$ cat src/rtl/core/pfc_pkg.sv
package pfc_pkg;

  localparam int unsigned PIXEL_W = 32;
  localparam int unsigned COUNT_W = 3;
  localparam int unsigned PADDR_W = 3;
  localparam int unsigned PDATA_W = 32;

  typedef logic [3:0] fmt_t;
  typedef logic [COUNT_W-1:0] count_t;
  typedef logic [PIXEL_W-1:0] pixel_t;

  localparam fmt_t FMT_NONE       = 4'd0;
  localparam fmt_t FMT_ALPHA      = 4'd1;
  localparam fmt_t FMT_RGB        = 4'd2;
  localparam fmt_t FMT_RGBA       = 4'd3;
  localparam fmt_t FMT_ARGB       = 4'd4;
  localparam fmt_t FMT_RGB555     = 4'd5;
  localparam fmt_t FMT_RGB565     = 4'd6;
  localparam fmt_t FMT_LUM        = 4'd7;
  localparam fmt_t FMT_LUM_ALPHA  = 4'd8;
  localparam fmt_t FMT_COMPRESSED = 4'd9;

  localparam logic REG_SOURCE_FORMAT = 1'b0;
  localparam logic REG_TARGET_FORMAT = 1'b1;

  // 683 / 2048 approximates one third closely enough for sums up to 765.
  localparam logic [9:0] DIV3_RECIP = 10'd683;
  localparam int unsigned DIV3_SHIFT = 11;

  typedef struct packed {
    fmt_t source_format;
    fmt_t target_format;
  } fmt_cfg_t;

  function automatic count_t pass_bytes(fmt_t f);
    count_t n;
    case (f) inside
      FMT_ALPHA, FMT_LUM: n = 3'd1;
      FMT_RGB: n = 3'd3;
      FMT_RGBA, FMT_ARGB: n = 3'd4;
      FMT_RGB555, FMT_RGB565, FMT_LUM_ALPHA: n = 3'd2;
      default: n = 3'd0;
    endcase
    return n;
  endfunction

  function automatic pixel_t byte_mask(count_t n);
    pixel_t m;
    case (n)
      3'd0: m = 32'h0000_0000;
      3'd1: m = 32'h0000_00FF;
      3'd2: m = 32'h0000_FFFF;
      3'd3: m = 32'h00FF_FFFF;
      default: m = 32'hFFFF_FFFF;
    endcase
    return m;
  endfunction

endpackage

$ cat src/rtl/core/pfc_if.sv
interface pfc_in_if;
  logic                         valid;
  logic                         ready;
  logic [pfc_pkg::PIXEL_W-1:0]  source_pixel;
  logic                         end_of_image;

  modport source (output valid, output source_pixel, output end_of_image, input ready);
  modport sink (input valid, input source_pixel, input end_of_image, output ready);
endinterface

interface pfc_out_if;
  logic                         valid;
  logic                         ready;
  logic [pfc_pkg::PIXEL_W-1:0]  target_pixel;
  logic [pfc_pkg::COUNT_W-1:0]  target_byte_count;
  logic                         end_of_image_out;

  modport source (output valid, output target_pixel, output target_byte_count,
                  output end_of_image_out, input ready);
  modport sink (input valid, input target_pixel, input target_byte_count,
                input end_of_image_out, output ready);
endinterface

$ cat src/rtl/core/pfc_regs.sv
module pfc_regs (
  input  logic                        clk,
  input  logic                        rst,
  input  logic                        psel,
  input  logic                        penable,
  input  logic                        pwrite,
  input  logic [pfc_pkg::PADDR_W-1:0] paddr,
  input  logic [pfc_pkg::PDATA_W-1:0] pwdata,
  output logic [pfc_pkg::PDATA_W-1:0] prdata,
  output logic                        pready,
  output pfc_pkg::fmt_cfg_t           cfg
);
  import pfc_pkg::*;

  logic wr_en;

  assign pready = 1'b1;
  assign wr_en  = psel && penable && pwrite && pready;

  always_ff @(posedge clk) begin
    if (rst) begin
      cfg.source_format <= FMT_NONE;
      cfg.target_format <= FMT_NONE;
    end else if (wr_en) begin
      unique case (paddr[2])
        REG_SOURCE_FORMAT: cfg.source_format <= pwdata[3:0];
        REG_TARGET_FORMAT: cfg.target_format <= pwdata[3:0];
        default: ;
      endcase
    end
  end

  always_comb begin
    unique case (paddr[2])
      REG_SOURCE_FORMAT: prdata = {{(PDATA_W-4){1'b0}}, cfg.source_format};
      REG_TARGET_FORMAT: prdata = {{(PDATA_W-4){1'b0}}, cfg.target_format};
      default: prdata = '0;
    endcase
  end

endmodule

$ cat src/rtl/core/pfc_convert.sv
module pfc_convert (
  input  pfc_pkg::fmt_cfg_t  cfg,
  input  pfc_pkg::pixel_t    src,
  output pfc_pkg::pixel_t    dst,
  output pfc_pkg::count_t    count
);
  import pfc_pkg::*;

  logic [7:0]  b0, b1, b2, b3;
  logic [15:0] w;
  logic [7:0]  ch_r, ch_g, ch_b, ch_a;
  logic [9:0]  lum_sum;
  logic [19:0] lum_prod;
  logic [7:0]  lum;
  pixel_t      packed_px;
  count_t      packed_count;
  count_t      pass_count;

  assign b0 = src[7:0];
  assign b1 = src[15:8];
  assign b2 = src[23:16];
  assign b3 = src[31:24];
  assign w  = src[15:0];

  always_comb begin
    ch_r = 8'h00;
    ch_g = 8'h00;
    ch_b = 8'h00;
    ch_a = 8'h00;
    case (cfg.source_format)
      FMT_RGBA: begin
        ch_r = b0; ch_g = b1; ch_b = b2; ch_a = b3;
      end
      FMT_ARGB: begin
        ch_g = b0; ch_b = b1; ch_a = b2; ch_r = b3;
      end
      FMT_RGB: begin
        ch_r = b0; ch_g = b1; ch_b = b2; ch_a = 8'hFF;
      end
      FMT_RGB555: begin
        ch_r = {w[14:10], 3'b000};
        ch_g = {w[9:5], 3'b000};
        ch_b = {w[4:0], 3'b000};
        ch_a = 8'hFF;
      end
      FMT_RGB565: begin
        ch_r = {w[15:11], 3'b000};
        ch_g = {w[10:5], 2'b00};
        ch_b = {w[4:0], 3'b000};
        ch_a = 8'hFF;
      end
      FMT_LUM: begin
        ch_r = b0; ch_g = b0; ch_b = b0; ch_a = 8'hFF;
      end
      FMT_ALPHA: ch_a = b0;
      default: ;
    endcase
  end

  assign lum_sum  = {2'b00, ch_r} + {2'b00, ch_g} + {2'b00, ch_b};
  assign lum_prod = lum_sum * DIV3_RECIP;
  assign lum      = lum_prod[DIV3_SHIFT+7:DIV3_SHIFT];

  always_comb begin
    packed_px    = '0;
    packed_count = 3'd0;
    case (cfg.target_format)
      FMT_RGBA: begin
        packed_px    = {ch_a, ch_b, ch_g, ch_r};
        packed_count = 3'd4;
      end
      FMT_ARGB: begin
        packed_px    = {ch_r, ch_a, ch_b, ch_g};
        packed_count = 3'd4;
      end
      FMT_RGB: begin
        packed_px    = {8'h00, ch_b, ch_g, ch_r};
        packed_count = 3'd3;
      end
      FMT_RGB555: begin
        packed_px    = {17'd0, ch_r[7:3], ch_g[7:3], ch_b[7:3]};
        packed_count = 3'd2;
      end
      FMT_RGB565: begin
        packed_px    = {16'd0, ch_r[7:3], ch_g[7:2], ch_b[7:3]};
        packed_count = 3'd2;
      end
      FMT_LUM: begin
        packed_px    = {24'd0, lum};
        packed_count = 3'd1;
      end
      FMT_ALPHA: begin
        packed_px    = {24'd0, ch_a};
        packed_count = 3'd1;
      end
      default: ;
    endcase
  end

  assign pass_count = pass_bytes(cfg.source_format);

  always_comb begin
    if (cfg.source_format == cfg.target_format) begin
      dst   = src & byte_mask(pass_count);
      count = pass_count;
    end else begin
      dst   = packed_px;
      count = packed_count;
    end
  end

endmodule

$ cat src/rtl/core/pixel_format_converter_unit.sv
// Converts a stream of pixels from the source format to the target format, one
// pixel per transaction, with one result transaction for each input transaction.
// The block is a two-register pipeline: an input register, the unpack/repack
// logic (including the divide by three for luminance, done as a multiply by a
// reciprocal), and an output register. It sustains one pixel per clock while the
// output is not stalled. A pixel's result moves from the input register into the
// output register once the output register is empty or its result is taken.
// Both format registers reset to "none" and must only be written while no pixel
// is in flight.
module pixel_format_converter_unit (
  input  logic                        clk,
  input  logic                        rst,
  input  logic                        psel,
  input  logic                        penable,
  input  logic                        pwrite,
  input  logic [pfc_pkg::PADDR_W-1:0] paddr,
  input  logic [pfc_pkg::PDATA_W-1:0] pwdata,
  output logic [pfc_pkg::PDATA_W-1:0] prdata,
  output logic                        pready,
  pfc_in_if.sink                      pixel_in,
  pfc_out_if.source                   pixel_out
);
  import pfc_pkg::*;

  fmt_cfg_t cfg;
  logic     s1_valid;
  pixel_t   s1_pixel;
  logic     s1_eoi;
  logic     out_valid;
  pixel_t   out_pixel;
  count_t   out_count;
  logic     out_eoi;
  pixel_t   conv_pixel;
  count_t   conv_count;
  logic     adv_out;
  logic     adv_in;

  pfc_regs u_regs (
    .clk     (clk),
    .rst     (rst),
    .psel    (psel),
    .penable (penable),
    .pwrite  (pwrite),
    .paddr   (paddr),
    .pwdata  (pwdata),
    .prdata  (prdata),
    .pready  (pready),
    .cfg     (cfg)
  );

  pfc_convert u_convert (
    .cfg   (cfg),
    .src   (s1_pixel),
    .dst   (conv_pixel),
    .count (conv_count)
  );

  assign adv_out = !out_valid || pixel_out.ready;
  assign adv_in  = !s1_valid || adv_out;

  assign pixel_in.ready = adv_in;

  always_ff @(posedge clk) begin
    if (rst) begin
      s1_valid <= 1'b0;
    end else if (adv_in) begin
      s1_valid <= pixel_in.valid;
    end
  end

  always_ff @(posedge clk) begin
    if (adv_in && pixel_in.valid) begin
      s1_pixel <= pixel_in.source_pixel;
      s1_eoi   <= pixel_in.end_of_image;
    end
  end

  always_ff @(posedge clk) begin
    if (rst) begin
      out_valid <= 1'b0;
    end else if (adv_out) begin
      out_valid <= s1_valid;
    end
  end

  always_ff @(posedge clk) begin
    if (adv_out && s1_valid) begin
      out_pixel <= conv_pixel;
      out_count <= conv_count;
      out_eoi   <= s1_eoi;
    end
  end

  assign pixel_out.valid             = out_valid;
  assign pixel_out.target_pixel      = out_pixel;
  assign pixel_out.target_byte_count = out_count;
  assign pixel_out.end_of_image_out  = out_eoi;

  a_reset_empty: assert property (@(posedge clk) rst |=> !out_valid && !s1_valid)
    else $error("pipeline not empty after reset");

  a_count_range: assert property (@(posedge clk) disable iff (rst)
    out_valid |-> out_count <= 3'd4)
    else $error("byte count out of range");

  a_upper_zero: assert property (@(posedge clk) disable iff (rst)
    out_valid && out_count <= 3'd2 |-> out_pixel[31:16] == 16'h0000)
    else $error("bytes beyond the count are not zero");

  a_stall_holds_s1: assert property (@(posedge clk) disable iff (rst)
    s1_valid && !adv_out |=> s1_valid && $stable(s1_pixel))
    else $error("stalled pixel lost from input register");

  a_s1_moves: assert property (@(posedge clk) disable iff (rst)
    s1_valid && adv_out |=> out_valid)
    else $error("pixel dropped between stages");

endmodule
$ cat src/flat_wrapper.sv
// flat-port wrapper written by rule: the top's interface ports become plain ports
module pixel_format_converter_unit_flat import pfc_pkg::*;
  (clk, rst, psel, penable, pwrite, paddr, pwdata, prdata, pready, pixel_in_valid, pixel_in_source_pixel, pixel_in_end_of_image, pixel_in_ready, pixel_out_valid, pixel_out_target_pixel, pixel_out_target_byte_count, pixel_out_end_of_image_out, pixel_out_ready);
  pfc_in_if pixel_in_i ();
  pfc_out_if pixel_out_i ();
  input  logic clk;
  input  logic rst;
  input  logic psel;
  input  logic penable;
  input  logic pwrite;
  input  logic [pfc_pkg::PADDR_W-1:0] paddr;
  input  logic [pfc_pkg::PDATA_W-1:0] pwdata;
  output logic [pfc_pkg::PDATA_W-1:0] prdata;
  output logic pready;
  input wire logic [$bits(pixel_in_i.valid)-1:0] pixel_in_valid;
  input wire logic [$bits(pixel_in_i.source_pixel)-1:0] pixel_in_source_pixel;
  input wire logic [$bits(pixel_in_i.end_of_image)-1:0] pixel_in_end_of_image;
  output wire logic [$bits(pixel_in_i.ready)-1:0] pixel_in_ready;
  output wire logic [$bits(pixel_out_i.valid)-1:0] pixel_out_valid;
  output wire logic [$bits(pixel_out_i.target_pixel)-1:0] pixel_out_target_pixel;
  output wire logic [$bits(pixel_out_i.target_byte_count)-1:0] pixel_out_target_byte_count;
  output wire logic [$bits(pixel_out_i.end_of_image_out)-1:0] pixel_out_end_of_image_out;
  input wire logic [$bits(pixel_out_i.ready)-1:0] pixel_out_ready;
  assign pixel_in_i.valid = pixel_in_valid;
  assign pixel_in_i.source_pixel = pixel_in_source_pixel;
  assign pixel_in_i.end_of_image = pixel_in_end_of_image;
  assign pixel_in_ready = pixel_in_i.ready;
  assign pixel_out_valid = pixel_out_i.valid;
  assign pixel_out_target_pixel = pixel_out_i.target_pixel;
  assign pixel_out_target_byte_count = pixel_out_i.target_byte_count;
  assign pixel_out_end_of_image_out = pixel_out_i.end_of_image_out;
  assign pixel_out_i.ready = pixel_out_ready;
  pixel_format_converter_unit u_core (.clk(clk), .rst(rst), .psel(psel), .penable(penable), .pwrite(pwrite), .paddr(paddr), .pwdata(pwdata), .prdata(prdata), .pready(pready), .pixel_in(pixel_in_i), .pixel_out(pixel_out_i));
endmodule
$ cat config.mk
export PLATFORM = sky130hd
export DESIGN_NAME = pixel_format_converter_unit_flat
export DESIGN_NICKNAME = d
export VERILOG_FILES = /design/src/rtl/core/pfc_pkg.sv /design/src/rtl/core/pfc_if.sv /design/src/rtl/core/pfc_regs.sv /design/src/rtl/core/pfc_convert.sv /design/src/rtl/core/pixel_format_converter_unit.sv /design/src/flat_wrapper.sv
export SDC_FILE = /design/constraint.sdc
export NUM_CORES = 1
export LEC_CHECK = 0
export ABC_AREA = 1
export BUFFER_PORTS_ARGS = -buffer_cell sky130_fd_sc_hd__buf_2
export CORE_MARGIN = 2
export CORE_UTILIZATION = 40
export CTS_CLUSTER_SIZE = 24
export DETAILED_ROUTE_END_ITERATION = 12
export GPL_ROUTABILITY_DRIVEN = 0
export HOLD_SLACK_MARGIN = 0.06
export PLACE_DENSITY_LB_ADDON = 0.15
export SYNTH_ARGS = -nofsm -noshare
export SYNTH_HDL_FRONTEND = slang
export SYNTH_HIERARCHICAL = 1
export SYNTH_SLANG_ARGS = --single-unit
$ cat constraint.sdc
create_clock -name clk -period 17.6 [get_ports clk]
set_input_delay 0 -clock clk [delete_from_list [all_inputs] [get_ports clk]]
set_output_delay 0 -clock clk [all_outputs]
set_load 0.05 [all_outputs]
After elaboration in Yosys (flattened, before gate mapping)
Index checks and enable logic that the tools add are counted.
W data, S select, Z words.
- magnitude comparators: 0
- multiply operators: 1
- divide/modulo/power cells: 0
- eq/ne operators: 19
- bitwise operators: 2
- reductions and logical operators: 22
- add/subtract/negate cells: 2
- shift-type cells: 0
- muxes and demuxes: 15
- operators with widths (cell ; number):
    $pmux W32 S7 ; 1
    $pmux W32 S4 ; 1
    $pmux W8 S4 ; 4
    $mux W32 ; 2
    $pmux W32 S2 ; 1
    $and A32 B32 Y32 ; 1
    $eq A4 B3 Y1 const B ; 8
    $mul A10 B10 Y19 const B ; 1
    $eq A4 B2 Y1 const B ; 4
    $reduce_or A2 Y1 ; 8
    $mux W3 ; 4
    $pmux W3 S4 ; 1
    $add A10 B8 Y10 ; 1
    $add A8 B8 Y9 ; 1
    $eq A4 B1 Y1 const B ; 2
    $eq A3 B2 Y1 const B ; 2
    $reduce_or A3 Y1 ; 2
    $eq A4 B4 Y1 ; 1
    $eq A4 B4 Y1 const B ; 1
    $logic_and A1 B1 Y1 ; 4
    $reduce_and A2 Y1 ; 2
    $reduce_or A4 Y1 ; 1
    $eq A3 B1 Y1 const B ; 1
    $logic_not A3 Y1 ; 1
    4 further kinds ; 6
- memory bits (writable): 0
- memories kept: 0
- bits in read-only memories: 0
- output and inout bits: 71
- register bits after elaboration: 79
- latch bits: 0

Logic depth before layout (Yosys ltp)
Gate-level depths: netlist of the first run.
- depth in word-level cells: 11
- depth in mapped cells: 42
- gate-level depth less buffers: 42

Modules after synthesis
Netlist of the first run, hierarchy kept.
- by module, submodules not included (module ; seq. area each (um^2) ; instances ; area each (um^2) ; cells an instance):
    pfc_convert ; 0.0 ; 1 ; 4341.7 ; 731
    pixel_format_converter_unit ; 2112.0 ; 1 ; 2163.3 ; 81
    pfc_regs ; 160.2 ; 1 ; 645.6 ; 96

Least setup slack after synthesis of the first run
Ideal clock, no wire load.
- kind: reg-to-reg
- start point: register u_core/u_regs/cfg[6] (netlist name)
- end point: register u_core.out_pixel[2], in the netlist u_core/pixel_out.target_pixel[2] (data pin)
- period minus slack after synthesis: 6.647 ns
- path buffers: 2
- arrival: 6.395 ns
- cell stages (with the launch flop): 36
- slack: 10.953 ns
- required time: 17.348 ns
- cell sequence: dfxtp_1 inv_2 nor2_4 nand2_2 buf_6 buf_6 o211ai_1 inv_1 fa_1 inv_1 fa_1 nand2_1 nand3_1 nand2_1 o21ai_0 xor2_1 ha_1 ha_1 inv_1 fa_1 inv_1 fa_1 inv_1 fa_1 inv_1 ha_1 a21o_1 nor2_1 nand2_1 nand2_1 nand2_1 or2_2 nand3_1 nand2_1 nand2_1 nand2_1
- cells in the longest elaborated chain, start to end: 11
- elaborated cells on any way between the ends: 37
- those cells by class: add/sub (2); mul (1); eq/ne (12); mux (12); bitwise (1); reduce/logical (9)
- RTL lines (item ; line ; RTL):
    branches (longest 10 deep; another with $mul A10 B10 Y19) ; - ;
    $mux W32 (*) ; pfc_convert.sv:103 ; if (cfg.source_format == cfg.target_format) begin
    net u_core.conv_pixel[2] ; pixel_format_converter_unit.sv:33 ; pixel_t conv_pixel;
    end signal: assignment ; pixel_format_converter_unit.sv:88 ; out_pixel <= conv_pixel;
    end: declaration ; pixel_format_converter_unit.sv:30 ; pixel_t out_pixel;
Mark *: on every way through the listed nets, which the timed path passes. The select of a mux whose other input is x is not followed.
A chain may end at the register's enable or synchronous reset.

Worst setup path in the final report of the first run
- start point: register u_core/u_regs/cfg[7] (netlist name)
- end point: register u_core.out_pixel[2], in the netlist u_core/pixel_out.target_pixel[2] (data pin)
- cells in the longest elaborated chain, start to end: 11
- elaborated cells on any way between the ends: 37
- those cells by class: add/sub (2); mul (1); eq/ne (12); mux (12); bitwise (1); reduce/logical (9)
- RTL lines (item ; line):
    branches (longest 10 deep; another with $mul A10 B10 Y19) ; -
    $mux W32 (*) ; pfc_convert.sv:103
    net u_core.conv_pixel[2] ; pixel_format_converter_unit.sv:33
Marks and branches as above.

==> impl_metrics.csv, run 1 <==
group,metric,value,unit
worst_setup_path,max_stage_delay,540,ps
worst_setup_path,critPathCaptureType,"flop",
worst_setup_path,reg2reg_depth,34,
logic_synthesis,ys_async_sr_fraction,0,%
worst_setup_path,arrival,7860,ps
logic_synthesis,synth_cells,908,
power_and_ir_drop,power_frac_comb,33.9,%
power_and_ir_drop,clockPowerShare,32.2,%
logic_synthesis,yosysSeqAreaShare,31.8,%
logic_synthesis,ys.warnings.count,6,
logic_synthesis,yosysUniqueCellTypes,50,
logic_synthesis,synth-seq-cells,79,
worst_setup_path,crit_type,"reg2reg",
finish,n_antenna_cell,0,
die,die_x,138,um
clock_tree,clkLatencyLatePin,360,ps
clock_tree,cts_resized,0,
logic_synthesis,synth_area,0.00715,mm^2
clock_tree,cts_buffer_depth,2,
global_routing,grt_max_degree,37,
timing,fin_crit,7750,ps
run_status,status,"finished, final reports clean",
timing,slew_headroom,18.9,%
timing,final_max_slew_viol_count,0,
die,io_pins,146,
place,portBuffers,86,
clock_tree,cts_root_buf,"clkbuf_16",
power_and_ir_drop,power.density,76.8,mW/mm^2
finish,fillers,1748,
worst_setup_path,required,17710,ps
power_and_ir_drop,p_sw_share,36.3,%
finish,nets,1202,
worst_setup_path,start_kind,"flop",
die,die_h,138,um
die,core,0.0174,mm^2
clock_tree,clkSinkCount,79,
finish,syn_to_final_growth,18.0,%
timing,tns,0,ps
clock_tree,htree_levels,3,
global_routing,overflow,0,
global_routing,grt_first_pass_wirelength,29.2,mm
routing,routedWlPerCell,14.8,um
routing,drtIter0Drc,435,
worst_setup_path,slowest_stage,"fa_1",
hold_path,min_path_cells,5,
timing,clock_skew,13.9,ps
global_routing,track_usage,20.4,%
routing,drtPass1Iterations,5,
place,dp_hpwl,14.8,mm
routing,viasPerCell,4.95,
worst_setup_path,crit_top_cell,"nand2_1",
clock_tree,cts_hold_buffers,40,
routing,wl,18.7,mm
timing,fin_hold_ws,71.7,ps
routing,post-route-drc-count,0,
die,rows,48,
power_and_ir_drop,seqPwrFrac,33.9,%
logic_synthesis,synthFlopType,"edfxtp_1",
timing,max_clock_freq,129,MHz
finish,layout-drive-gt1-share,14.2,%
job,maxCapViolCount,0,
clock_tree,cts_setup_buffers,0,
logic_synthesis,synth-edff-count,69,
timing,post-route-period-util,44.0,%
power_and_ir_drop,p_sw,0.236,mW
timing,worst_slew_pin_slew,1210,ps
power_and_ir_drop,internal_power,0.413,mW
routing,dr_total_vias,6260,
die,die_area,0.0190,mm^2
timing,setup_viol,0,
power_and_ir_drop,leakagePower,4.32,nW
hold_path,holdCritPathClass,"in2reg",
worst_setup_path,critPathMaxFanout,13,
clock_tree,cts_tree,"yes",
routing,ant_nets,0,
clock_tree,clk_pin_slew,70,ps
timing,rsz0062_at_grt,"false",
die,initial_utilization,41.1,%
global_routing,antenna_found_initial,0,
logic_synthesis,synth_area_per_cell,7.88,um^2
power_and_ir_drop,peakVddDrop,46.4,uV
timing,finalHoldViolations,0,
global_routing,grt_pass1_vias,5712,
clock_tree,numCtsBuffers,9,
==> sequential cells by signal, indices dropped and copies added, names as in the netlist <==
register	cells
u_core/pixel_out.target_pixel	32
u_core/s1_pixel	32
u_core/u_regs/cfg	8
u_core/pixel_out.target_byte_count	3
u_core/pixel_out.end_of_image_out	1
u_core/pixel_out.valid	1
u_core/s1_eoi	1
u_core/s1_valid	1
==> power groups by stage <==
stage	clock network, mW	registers [mW]	logic (mW)
finish	0.209	0.220	0.220
global route	0.220	0.221	0.250
CTS	0.213	0.220	0.220
detailed placement	0	0.224	0.212
global placement	0	0.224	0.211
floorplan	0	0.234	0.155
==> final timing paths <==
path                        start                                 to  slack [ps]
max reg2reg  u_core/u_regs/cfg[7]   u_core/pixel_out.target_pixel[2]        9850
max          u_core/u_regs/cfg[7]   u_core/pixel_out.target_pixel[2]        9850
min                       penable               u_core/u_regs/cfg[2]          70
min reg2reg         u_core/s1_eoi  u_core/pixel_out.end_of_image_out         420
==> routing by layer <==
metal / share of wire, % / global-route usage [%] / up-vias
met5: 0 / 0 / -
met2: 46 / 32.6 / 230
met3: 6.2 / 3.31 / 27
met1: 46 / 28.1 / 2835
met4: 2.6 / 7.31 / 0
li1: - / - / 3168
==> cell families after synthesis <==
kind of cell	share of synthesized area [%]
xor gates and xnor gates	1.82
and+or+nand+nor	23.6
DFF	31.8
buffers and inverters	12.2
other	0.105
AOI/OAI and AO/OA	11.4
adders and majority gates	19.0
==> metrics by stage <==
stage | instances | util, % | power (mW) | setup slack (ps) | instance area (um^2)
global route | 1265 | 48.4 | 0.691 | 9380 | 8440
CTS | 1265 | 48.4 | 0.653 | 9910 | 8440
finish | 1265 | 48.4 | 0.648 | 9850 | 8440
detailed placement | 1209 | 44.3 | 0.436 | 9950 | 7710
global placement | 1209 | 44.3 | 0.435 | 9930 | 7710
floorplan | 935 | - | 0.389 | 10950 | 7250
==> cell type report <==
class | count | area (um^2) | area share [%]
inverters | 154 | 586 | 6.94
clock inverters | 7 | 105 | 1.25
well taps | 225 | 282 | 3.34
multi-input cells | 662 | 4120 | 48.8
clock buffers | 9 | 225 | 2.67
repair buffers | 129 | 853 | 10.1
flip-flops and latches | 79 | 2270 | 26.9
==> synth_stat cells (all sizes together), types with 3 or more instances <==
cell type	instances	area, um^2
nand4	5	31.3
edfxtp	69	2070
clkinv	3	11.3
dfxtp	10	200
nor2	93	392
inv	151	574
clkbuf	3	11.3
o22ai	34	250
xnor2	7	68.8
a21oi	26	153
buf	37	279
o21ai	45	225
fa	28	561
xor2	7	61.3
o211ai	5	47.5
a21o	4	30.0
nand3	46	240
ha	64	801
nand2	240	913
nor3	10	65.1
==> critical path, delay by kind of cell (launching register included) <==
family          cells  cell delay, ps
compound gates      3             460
xor+xnor            1             500
fa+ha+maj           8            3520
buf+inv             7             760
flops               1             410
simple gates       15            1840
==> cells in the final DEF (no fill, tap or decap), types with 3 or more instances in the layout <==
cell type / count
a21o_1: 4
a21oi_1: 21
a21oi_2: 3
buf_2: 86
buf_4: 3
clkbuf_16: 9
clkinv_1: 3
conb_1: 29
dfxtp_1: 10
dlygate4sd3_1: 40
edfxtp_1: 69
fa_1: 28
ha_1: 64
inv_1: 144
inv_2: 5
nand2_1: 235
nand2_2: 5
nand3_1: 44
nand4_1: 5
nor2_1: 84
nor2_2: 5
nor2_4: 4
nor3_1: 7
nor3_2: 3
o211ai_1: 3
o21ai_0: 38
o21ai_1: 7
o22ai_1: 28
o22ai_2: 6
xnor2_1: 6
xor2_1: 7
Note: power is estimated with default switching activity, not from simulation.
==> inputs of run 2 (changes only) <==
==> constraint.sdc (replaced) <==
create_clock -name clk -period 6.9 [get_ports clk]
set_input_delay 0 -clock clk [delete_from_list [all_inputs] [get_ports clk]]
set_output_delay 0 -clock clk [all_outputs]
set_load 0.05 [all_outputs]
==> run 2 against run 1 <==
  * Worst hold slack improved by 24 ps
  * Largest power group is now combinational cells
  * Wire length increased by 5.1%
  * Sequential cell count unchanged
  * Non-clock buffer count increased by 59
  * Clock power increased by 130%
  * Maximum frequency increased by 18%
  * Clock-buffer cell count increased by 1
  * Final area increased by 7.8%
==> impl_metrics.csv, run 2 (same netlist as run 1, synthesis figures left out) <==
group,metric,value,unit
routing,drtIter0Drc,449,
worst_setup_path,slowest_stage,"fa_1",
finish,finalCoreUtilization,52.2,%
routing,routedWlPerCell,14.8,um
global_routing,met2_usage,32.9,%
global_routing,track_usage,21.1,%
worst_setup_path,critPathMaxFanout,9,
worst_setup_path,crit_top_cell,"nand2_1",
global_routing,top_usage_layer,"met2",
timing,max_clock_freq,152,MHz
routing,wl,19.7,mm
hold_path,hold_end,"u_core/u_regs/cfg[3]",
clock_tree,htree_levels,3,
die,initial_utilization,41.1,%
global_routing,grt_pass1_vias,5884,
finish,layout_common_cells,"227 x nand2_1, 144 x inv_1, 86 x buf_2",
worst_setup_path,arrival,6700,ps
clock_tree,cts_tree,"yes",
global_routing,use_met3,3.02,%
clock_tree,cts_root_buf,"clkbuf_16",
timing,setup_viol,0,
finish,finalInstanceArea,0.00910,mm^2
power_and_ir_drop,leakagePower,4.63,nW
die,die_h,138,um
worst_setup_path,reg2reg_depth,32,
routing,viasPerCell,4.87,
place,portBuffers,86,
routing,ant_nets,0,
place,place_area,0.00808,mm^2
hold_path,hp-start,"psel",
timing,post-route-period-util,95.5,%
die,core,0.0174,mm^2
routing,post-route-drc-count,0,
worst_setup_path,r2r_end,"u_core/pixel_out.target_pixel[2]",
global_routing,grt_max_degree,37,
worst_setup_path,r2r_slack,310,ps
worst_setup_path,start_kind,"flop",
global_routing,antenna_found_initial,0,
finish,final_common_cell,"nand2_1",
die,die_area,0.0190,mm^2
finish,nets,1262,
finish,n_antenna_cell,0,
timing,fin_crit,6590,ps
timing,slew_headroom,16.2,%
job,maxCapViolCount,0,
worst_setup_path,required,7010,ps
clock_tree,clk_pin_slew,60,ps
worst_setup_path,max_stage_delay,540,ps
timing,clock_skew,6.40,ps
timing,final_max_slew_viol_count,0,
run_status,status,"finished, final reports clean",
global_routing,overflow,0,
finish,syn_to_final_growth,27.3,%
clock_tree,numCtsBuffers,9,
hold_path,holdCritPathClass,"in2reg",
die,io_pins,146,
routing,dr_total_vias,6450,
power_and_ir_drop,peakVddDrop,134,uV
die,die_x,138,um
place,dp_hpwl,15.6,mm
timing,finalHoldViolations,0,
global_routing,grt_first_pass_wirelength,30.2,mm
routing,drtPass1Iterations,5,
worst_setup_path,crit_type,"reg2reg",
global_routing,met1_usage,30.1,%
die,rows,48,
hold_path,min_path_cells,5,
worst_setup_path,critPathCaptureType,"flop",
clock_tree,cts_buffer_depth,2,
clock_tree,clkSinkCount,79,
finish,layout-drive-gt1-share,21.8,%
power_and_ir_drop,power.density,184,mW/mm^2
timing,worst_slew_pin_slew,1250,ps
clock_tree,clkLatencyLatePin,350,ps
worst_setup_path,worstReg2RegStart,"u_core/u_regs/cfg[6]",
-- run 2: cell count changes in the layout (fill, tap and decap cells not counted), moves of 3 or more --
| cell | previous run | this run |
|---|---|---|
| ha_2 | 0 | 3 |
| nand2_2 | 5 | 9 |
| dfxtp_1 | 10 | 7 |
| ha_4 | 0 | 7 |
| nand2_4 | 0 | 5 |
| nor2_2 | 5 | 13 |
| nor2_1 | 84 | 76 |
| buf_4 | 3 | 58 |
| nand2_1 | 235 | 227 |
| ha_1 | 64 | 54 |
-- run 2: area by class of cell --
type | count | area (um^2)
tap | 225 | 282
clock inverter | 6 | 58.8
inverter | 154 | 588
clock buffer | 10 | 229
fill | 1703 | 8320
timing repair buffer | 188 | 1310
multi-input combinational | 663 | 4350
sequential | 79 | 2280
-- run 2: per-layer routing --
metal | routed length, um | part of all wire, % | vias to the layer above
li1 | - | - | 3278
met4 | 481 | 2.4 | 0
met2 | 8960 | 46 | 245
met3 | 1060 | 5.4 | 30
met5 | 0 | 0 | -
met1 | 9170 | 47 | 2897
-- run 2: through the flow --
step	setup TNS [ps]	hold WS, ps	std cells	setup WS [ps]	power (mW)
2_1_floorplan	0	62.4	935	253	0.993
3_3_place_gp	0	176	1259	169	1.15
3_5_place_dp	0	178	1259	117	1.15
4_1_cts	0	72.5	1317	84.4	1.65
5_1_grt	-29.8	100	1325	-18.7	1.81
6_report	0	95.2	1325	309	1.68
-- run 2: how the worst max path moves through the flow --
stage	from	end	slack (ps)
floorplan	u_core/u_regs/cfg[6]	u_core/pixel_out.target_pixel[2]	250
detailed placement	u_core/u_regs/cfg[6]	u_core/pixel_out.target_pixel[4]	120
global route	u_core/u_regs/cfg[6]	u_core/pixel_out.target_pixel[2]	-20
finish	u_core/u_regs/cfg[6]	u_core/pixel_out.target_pixel[2]	310
CTS	u_core/u_regs/cfg[6]	u_core/pixel_out.target_pixel[4]	80
global placement	u_core/u_regs/cfg[6]	u_core/pixel_out.target_pixel[2]	170
-- run 2: worst max-delay path, delay by kind of cell (launching register included) --
family | cells | cell delay (ps)
fa+ha+maj | 8 | 3280
simple gates | 12 | 1240
compound gates | 5 | 800
flops | 1 | 350
xor+xnor | 1 | 190
buf+inv | 6 | 460
-- run 2: power by group --
group	internal [mW]	total, mW	switching, mW
combinational	0.244	0.648	0.404
sequential	0.545	0.559	0.0143
clock	0.278	0.471	0.193
-- run 2: timing repair --
| action | in CTS | in global routing |
|---|---|---|
| setup buffers | 0 | 7 |
| hold buffers | 42 | 0 |
| resized for setup | 0 | 55 |
| endpoints found under the setup margin | 0 | 8 |
| endpoints found under the hold margin | 43 | 0 |
